`src/rtl/prc_pkg.sv`:
```
// shared constants, types and codes of the pairwise row correlation block
`timescale 1ns / 1ps

package prc_pkg;

    localparam int DATA_W        = 32;
    localparam int DEV_W         = 33;
    localparam int SD_W          = 26;
    localparam int DEV_LIMIT_BIT = 25;
    localparam int SH_W          = 4;
    localparam int SH_MAX        = 8;
    localparam int ACC_W         = 64;
    localparam int PROD_W        = 2 * SD_W;
    localparam int COEF_W        = 16;
    localparam int ROW_PORT_W    = 3;
    localparam int CFG_ROWS_W    = 4;
    localparam int CFG_COLS_W    = 9;
    localparam int CFG_DATA_W    = 9;
    localparam int DEF_MAX_ROWS  = 8;
    localparam int DEF_MAX_COLS  = 256;
    localparam int ROWS_RESET    = 8;
    localparam int COLS_RESET    = 256;

    typedef enum logic [1:0] {
        OP_IDLE = 2'd0,
        OP_SUM  = 2'd1,
        OP_MAX  = 2'd2,
        OP_PAIR = 2'd3
    } t_op;

    typedef enum logic {
        CFG_ROWS = 1'b0,
        CFG_COLS = 1'b1
    } t_cfg_idx;

    typedef struct packed {
        logic vld;
        t_op  op;
    } t_token;

    typedef struct packed {
        logic clear;
        logic div_start;
    } t_cell_ctl;

endpackage

```
`src/rtl/prc_corr_unit.sv`:
```
// wide product, integer square root and quotient that turn pair sums into a coefficient
`timescale 1ns / 1ps

module prc_corr_unit (
    input  logic                              i_clk,
    input  logic                              i_rst_n,
    input  logic                              i_start,
    input  logic [prc_pkg::ACC_W-1:0]         i_sxx,
    input  logic [prc_pkg::ACC_W-1:0]         i_syy,
    input  logic signed [prc_pkg::ACC_W-1:0]  i_sxy,
    output logic                              o_done,
    output logic signed [prc_pkg::COEF_W-1:0] o_coef,
    output logic                              o_degenerate
);

    localparam int AW  = prc_pkg::ACC_W;
    localparam int RW  = 2 * AW;
    localparam int HW  = AW / 2;
    localparam int SRW = AW + 4;
    localparam int QW  = prc_pkg::COEF_W + 1;
    localparam int CW  = prc_pkg::COEF_W;

    typedef enum logic [4:0] {
        C_IDLE = 5'b00001,
        C_MUL  = 5'b00010,
        C_SQRT = 5'b00100,
        C_DIV  = 5'b01000,
        C_FIN  = 5'b10000
    } t_cstate;

    t_cstate          r_state;
    logic [AW-1:0]    r_a;
    logic [AW-1:0]    r_b;
    logic [AW-1:0]    r_mag;
    logic             r_neg;
    logic             r_deg;
    logic [2:0]       r_k;
    logic [AW-1:0]    r_pp;
    logic [1:0]       r_psh;
    logic             r_ppv;
    logic [RW-1:0]    r_rad;
    logic [SRW-1:0]   r_rem;
    logic [AW-1:0]    r_root;
    logic [6:0]       r_i;
    logic [AW-1:0]    r_drem;
    logic [QW-1:0]    r_q;
    logic             r_done;
    logic signed [CW-1:0] r_coef;

    logic [HW-1:0]    w_opa;
    logic [HW-1:0]    w_opb;
    logic [AW-1:0]    w_prod;
    logic [RW-1:0]    w_ppx;
    logic [SRW-1:0]   w_rem2;
    logic [SRW-1:0]   w_trial;
    logic [AW:0]      w_drem2;
    logic [QW:0]      w_qr;

    assign w_opa   = r_k[0] ? r_a[AW-1:HW] : r_a[HW-1:0];
    assign w_opb   = r_k[1] ? r_b[AW-1:HW] : r_b[HW-1:0];
    assign w_prod  = w_opa * w_opb;
    assign w_rem2  = {r_rem[SRW-3:0], r_rad[RW-1:RW-2]};
    assign w_trial = {2'b00, r_root, 2'b01};
    assign w_drem2 = {r_drem, 1'b0};
    assign w_qr    = ({1'b0, r_q} + 1'b1) >> 1;

    always_comb begin
        unique case (r_psh)
            2'd0:    w_ppx = {{AW{1'b0}}, r_pp};
            2'd1:    w_ppx = {{HW{1'b0}}, r_pp, {HW{1'b0}}};
            default: w_ppx = {r_pp, {AW{1'b0}}};
        endcase
    end

    always_ff @(posedge i_clk) begin
        if (!i_rst_n) begin
            r_state <= C_IDLE;
            r_done  <= 1'b0;
            r_ppv   <= 1'b0;
        end else begin
            r_done <= 1'b0;
            unique case (r_state)
                C_IDLE: begin
                    if (i_start) begin
                        if ((i_sxx == '0) || (i_syy == '0)) begin
                            r_deg   <= 1'b1;
                            r_state <= C_FIN;
                        end else begin
                            r_deg   <= 1'b0;
                            r_state <= C_MUL;
                        end
                        r_a   <= i_sxx;
                        r_b   <= i_syy;
                        r_neg <= i_sxy[AW-1];
                        r_mag <= i_sxy[AW-1] ? AW'(-i_sxy) : AW'(i_sxy);
                        r_k   <= '0;
                        r_ppv <= 1'b0;
                        r_rad <= '0;
                    end
                end
                // four 32x32 partial products, each registered before the add
                C_MUL: begin
                    if (r_k != 3'd4) begin
                        r_pp  <= w_prod;
                        r_psh <= 2'(r_k[0]) + 2'(r_k[1]);
                        r_ppv <= 1'b1;
                        r_k   <= r_k + 1'b1;
                    end else begin
                        r_ppv   <= 1'b0;
                        r_rem   <= '0;
                        r_root  <= '0;
                        r_i     <= '0;
                        r_state <= C_SQRT;
                    end
                    if (r_ppv) begin
                        r_rad <= r_rad + w_ppx;
                    end
                end
                // two radicand bits a step
                C_SQRT: begin
                    if (w_rem2 >= w_trial) begin
                        r_rem  <= w_rem2 - w_trial;
                        r_root <= {r_root[AW-2:0], 1'b1};
                    end else begin
                        r_rem  <= w_rem2;
                        r_root <= {r_root[AW-2:0], 1'b0};
                    end
                    r_rad <= {r_rad[RW-3:0], 2'b00};
                    r_i   <= r_i + 1'b1;
                    if (r_i == 7'(AW - 1)) begin
                        r_state <= C_DIV;
                    end
                    r_drem <= r_mag;
                    r_q    <= '0;
                end
                C_DIV: begin
                    if (r_mag >= r_root) begin
                        r_q     <= QW'(1) << (QW - 1);
                        r_state <= C_FIN;
                    end else begin
                        if (w_drem2 >= {1'b0, r_root}) begin
                            r_drem <= AW'(w_drem2 - {1'b0, r_root});
                            r_q    <= {r_q[QW-2:0], 1'b1};
                        end else begin
                            r_drem <= w_drem2[AW-1:0];
                            r_q    <= {r_q[QW-2:0], 1'b0};
                        end
                        r_mag <= '0;
                        r_i   <= r_i + 1'b1;
                        if (r_i == 7'(AW + QW - 2)) begin
                            r_state <= C_FIN;
                        end
                    end
                end
                C_FIN: begin
                    if (r_deg) begin
                        r_coef <= '0;
                    end else if (!r_neg) begin
                        r_coef <= w_qr[CW-1] ? {1'b0, {(CW-1){1'b1}}} : $signed(w_qr[CW-1:0]);
                    end else begin
                        r_coef <= -$signed(w_qr[CW-1:0]);
                    end
                    r_done  <= 1'b1;
                    r_state <= C_IDLE;
                end
                default: r_state <= C_IDLE;
            endcase
        end
    end

    assign o_done       = r_done;
    assign o_coef       = r_coef;
    assign o_degenerate = r_deg;

endmodule

```
`config.mk`:
```
export PLATFORM = sky130hd
export DESIGN_NAME = prc_corr_unit
export DESIGN_NICKNAME = d
export VERILOG_FILES = /design/src/rtl/prc_pkg.sv /design/src/rtl/prc_corr_unit.sv
export SDC_FILE = /design/constraint.sdc
export NUM_CORES = 2
export LEC_CHECK = 0
export BUFFER_PORTS_ARGS = -buffer_cell sky130_fd_sc_hd__clkbuf_2
export CAP_MARGIN = 20
export CORE_ASPECT_RATIO = 0.9
export CORE_UTILIZATION = 50
export CTS_CLUSTER_SIZE = 12
export DETAILED_ROUTE_END_ITERATION = 16
export PLACE_DENSITY = 0.66
export SYNTH_ARGS = -nofsm -noshare
export SYNTH_HDL_FRONTEND = slang
export SYNTH_SLANG_ARGS = --single-unit
export TNS_END_PERCENT = 100
```
`constraint.sdc`:
```
create_clock -name i_clk -period 14.6 [get_ports i_clk]
set_clock_uncertainty 0.1 [all_clocks]
set_input_delay 1.46 -clock i_clk [delete_from_list [all_inputs] [get_ports i_clk]]
set_output_delay 1.46 -clock i_clk [all_outputs]
set_load 0.05 [all_outputs]
```
==> flow_metrics.py <==
metrics = {
    "grt": {
        "grt_max_degree": 90,
        "grt_pass1_wl_um": 406000,
        "first_global_vias": 63500,
        "grt-ovfl-total": 0,
        "antenna_found_initial": 14,
        "grt_usage": 0.346,
    },
    "critical_path": {
        "worstSetupPathType": "reg -> reg",
        "startpoint_type": "flop",
        "rr_startpoint": "r_k[1]",
        "path_delay_family": "adder cells",
        "cp_slowest_stage_delay_ps": 1020,
        "endpoint_kind": "flop",
        "worstPathArrival_ps": 11370,
        "path_max_fanout": 48,
        "crit_top_cell": "fa_1",
        "slowest_stage": "a311oi_1",
        "cp_num_buf_inv": 6,
        "crit_start": "r_k[1]",
        "cp.required_ps": 14940,
    },
    "clocking": {
        "clock_path_buffers": 3,
        "post-cts-setup-buffer-count": 0,
        "path_clk_slew_ps": 60,
        "worstSkewPairLatency_ps": 740,
        "cts_resized": 0,
        "postCtsHoldBufs": 0,
        "cts_made_buffers": 78,
        "cts_tree": "yes",
        "cts_root_buffer": "clkbuf_16",
        "cts_htree_levels": 3,
        "cts_sinks": 632,
    },
    "synth": {
        "synth_area_mm2": 0.0779,
        "synth_top_area_frac": 0.241,
        "synth.largest_area_cell": "edfxtp_1",
        "synth_area_leaders": "edfxtp_1 (24%), fa_1 (23%), ha_1 (9.5%), inv_1 (5.3%), nor2_1 (5.2%)",
        "yosysMostFrequentCell": "inv_1",
        "yosysUniqueCellTypes": 88,
        "synth.ff_latch_count": 632,
        "ys_seq_area_frac": 0.243,
        "avgSynthCellArea_um2": 8.96,
        "synthArstFlopShare": 0,
        "syn_inst": 8695,
        "synthTopCellsByCount": "inv_1 (1097), nor2_1 (1084), nand2_1 (1035), fa_1 (898), edfxtp_1 (625)",
        "yosys_warnings": 0,
        "synth_enable_flop_cells": 625,
        "synth_ff_type": "edfxtp_1",
        "synth_nets": 10400,
    },
    "floorplan": {
        "coreArea_mm2": 0.155,
        "initial_utilization": 0.503,
        "die_h_um": 376,
        "rows": 137,
        "die_x_um": 418,
        "ios": 213,
        "dieArea_mm2": 0.157,
    },
    "routing": {
        "routed_via_density": 6.07,
        "vias": 65800,
        "routedWlPerCell_um": 25.2,
        "drt-initial-drc-count": 7172,
        "wl_um": 274000,
        "route.detailed.drc": 0,
        "drtPass1Iterations": 6,
        "detail-route-antenna-nets": 0,
    },
    "min_path": {
        "hold_class": "reg -> reg",
        "hold_start": "r_ppv",
    },
    "sta": {
        "final_max_slew_viol_count": 0,
        "slew_headroom": 0.198,
        "finalSetupViolations": 0,
        "rsz0062_at_grt": "false",
        "setup_tns_ps": 0,
        "hold_viol_final": 0,
        "max_freq_mhz": 90.6,
        "min_period_over_period": 0.756,
        "worst_pin_slew_ps": 1180,
        "period_needed_ps": 11040,
    },
    "layout": {
        "syn_to_final_growth_pct": 7.43,
        "layout-drive-gt1-share": 0.0683,
        "nNetsFinal": 10400,
    },
    "placed_design": {
        "gp_congestion": 0.991,
        "io_buffers": 212,
        "dp_hpwl_um": 210000,
    },
    "run": {
        "max_cap_viol_count": 0,
    },
    "outcome": {
        "status": "finished clean",
    },
}
-- final cells by class --
cell class / instances / area, µm²
fillers: 14200 / 71100
well taps: 2085 / 2610
flip-flops and latches: 632 / 18900
clock inverters: 46 / 470
inverters: 1098 / 4120
diodes: 21 / 52.6
repair buffers: 325 / 1910
clock buffers: 93 / 2050
multi-input cells: 6541 / 53600
-- worst paths after layout --
check,end,slack (ps),cells past startpoint
setup / recovery,r_pp[48],3560,28
hold / removal,r_ppv,390,2
setup reg to reg,r_pp[48],3560,28
hold reg to reg,r_ppv,390,2
-- state kept, by name, summed over array words and instances, names as in the netlist --
signal,cells
o_coef,16
r_ppv,1
r_rad,128
r_pp,64
r_psh,2
r_i,7
r_k,3
r_state,5
r_drem,64
r_rem,66
r_neg,1
r_q,17
o_done,1
o_degenerate,1
r_root,64
r_b,64
r_a,64
r_mag,64
-- worst register-to-register path, delay by kind of cell (launching register included) --
kind / cells / cell delay [ps]
compound gates: 10 / 3200
xor+xnor: 1 / 80
fa+ha+maj: 9 / 4060
buf+inv: 6 / 1360
flops: 1 / 1010
mux: 1 / 870
simple gates: 1 / 100
-- cell usage in the layout (no fill, tap or decap), types with 17 or more instances in the layout --
cell,count
inv_1,1097
nor2_1,1084
nand2_1,1034
fa_1,898
edfxtp_1,625
ha_1,590
a21oi_1,539
o21ai_0,453
clkbuf_2,212
xor2_1,194
xnor2_1,189
a21o_1,182
nand4_1,145
mux2i_1,120
buf_4,113
and2_1,101
nand3_1,96
o21bai_1,95
clkbuf_16,80
nor4_1,63
nor3_1,60
mux2_2,59
a31oi_1,47
o21a_1,46
mux2i_2,42
o31ai_1,39
and3_1,39
a211oi_1,30
o211ai_1,29
or3_1,29
nand2b_1,28
nor2b_1,26
a21boi_0,25
diode_2,21
o21ai_1,17
or4_1,17
-- cell families after synthesis --
kind of cell,after synthesis,synth area share
adder cells (fa/ha/maj),1488,0.326
AND/OR/NAND/NOR,2785,0.155
AO/OA/AOI/OAI,1652,0.129
multiplexers,233,0.0310
flip-flops,632,0.243
buffers and inverters,1522,0.0737
XOR/XNOR,383,0.0431
-- per-stage QoR --
| step | utilization | hold slack (ps) | cell area (µm²) | std cells | setup slack (ps) |
|---|---|---|---|---|---|
| final | 0.541 | 388 | 83700 | 10800 | 3560 |
| after global routing | 0.540 | 440 | 83600 | 10800 | 3440 |
| after CTS | 0.540 | 390 | 83600 | 10800 | 3910 |
| after detailed placement | 0.524 | 382 | 81100 | 10700 | 3950 |
| after global placement | 0.524 | 371 | 81100 | 10700 | 4090 |
| after floorplan | - | 355 | 77900 | 8695 | 2190 |
-- metal layers --
layer	track usage	share of wire	vias to the layer above	wire [µm]
met5	0.00339	0.00047	-	128
met2	0.475	0.40	3672	108000
met3	0.104	0.13	647	34300
li1	-	-	29100	-
met4	0.129	0.041	10	11300
met1	0.508	0.44	32300	119000
Power is not shown: default switching activity piles up to over one toggle a cycle in this logic, so the estimate is an artifact.
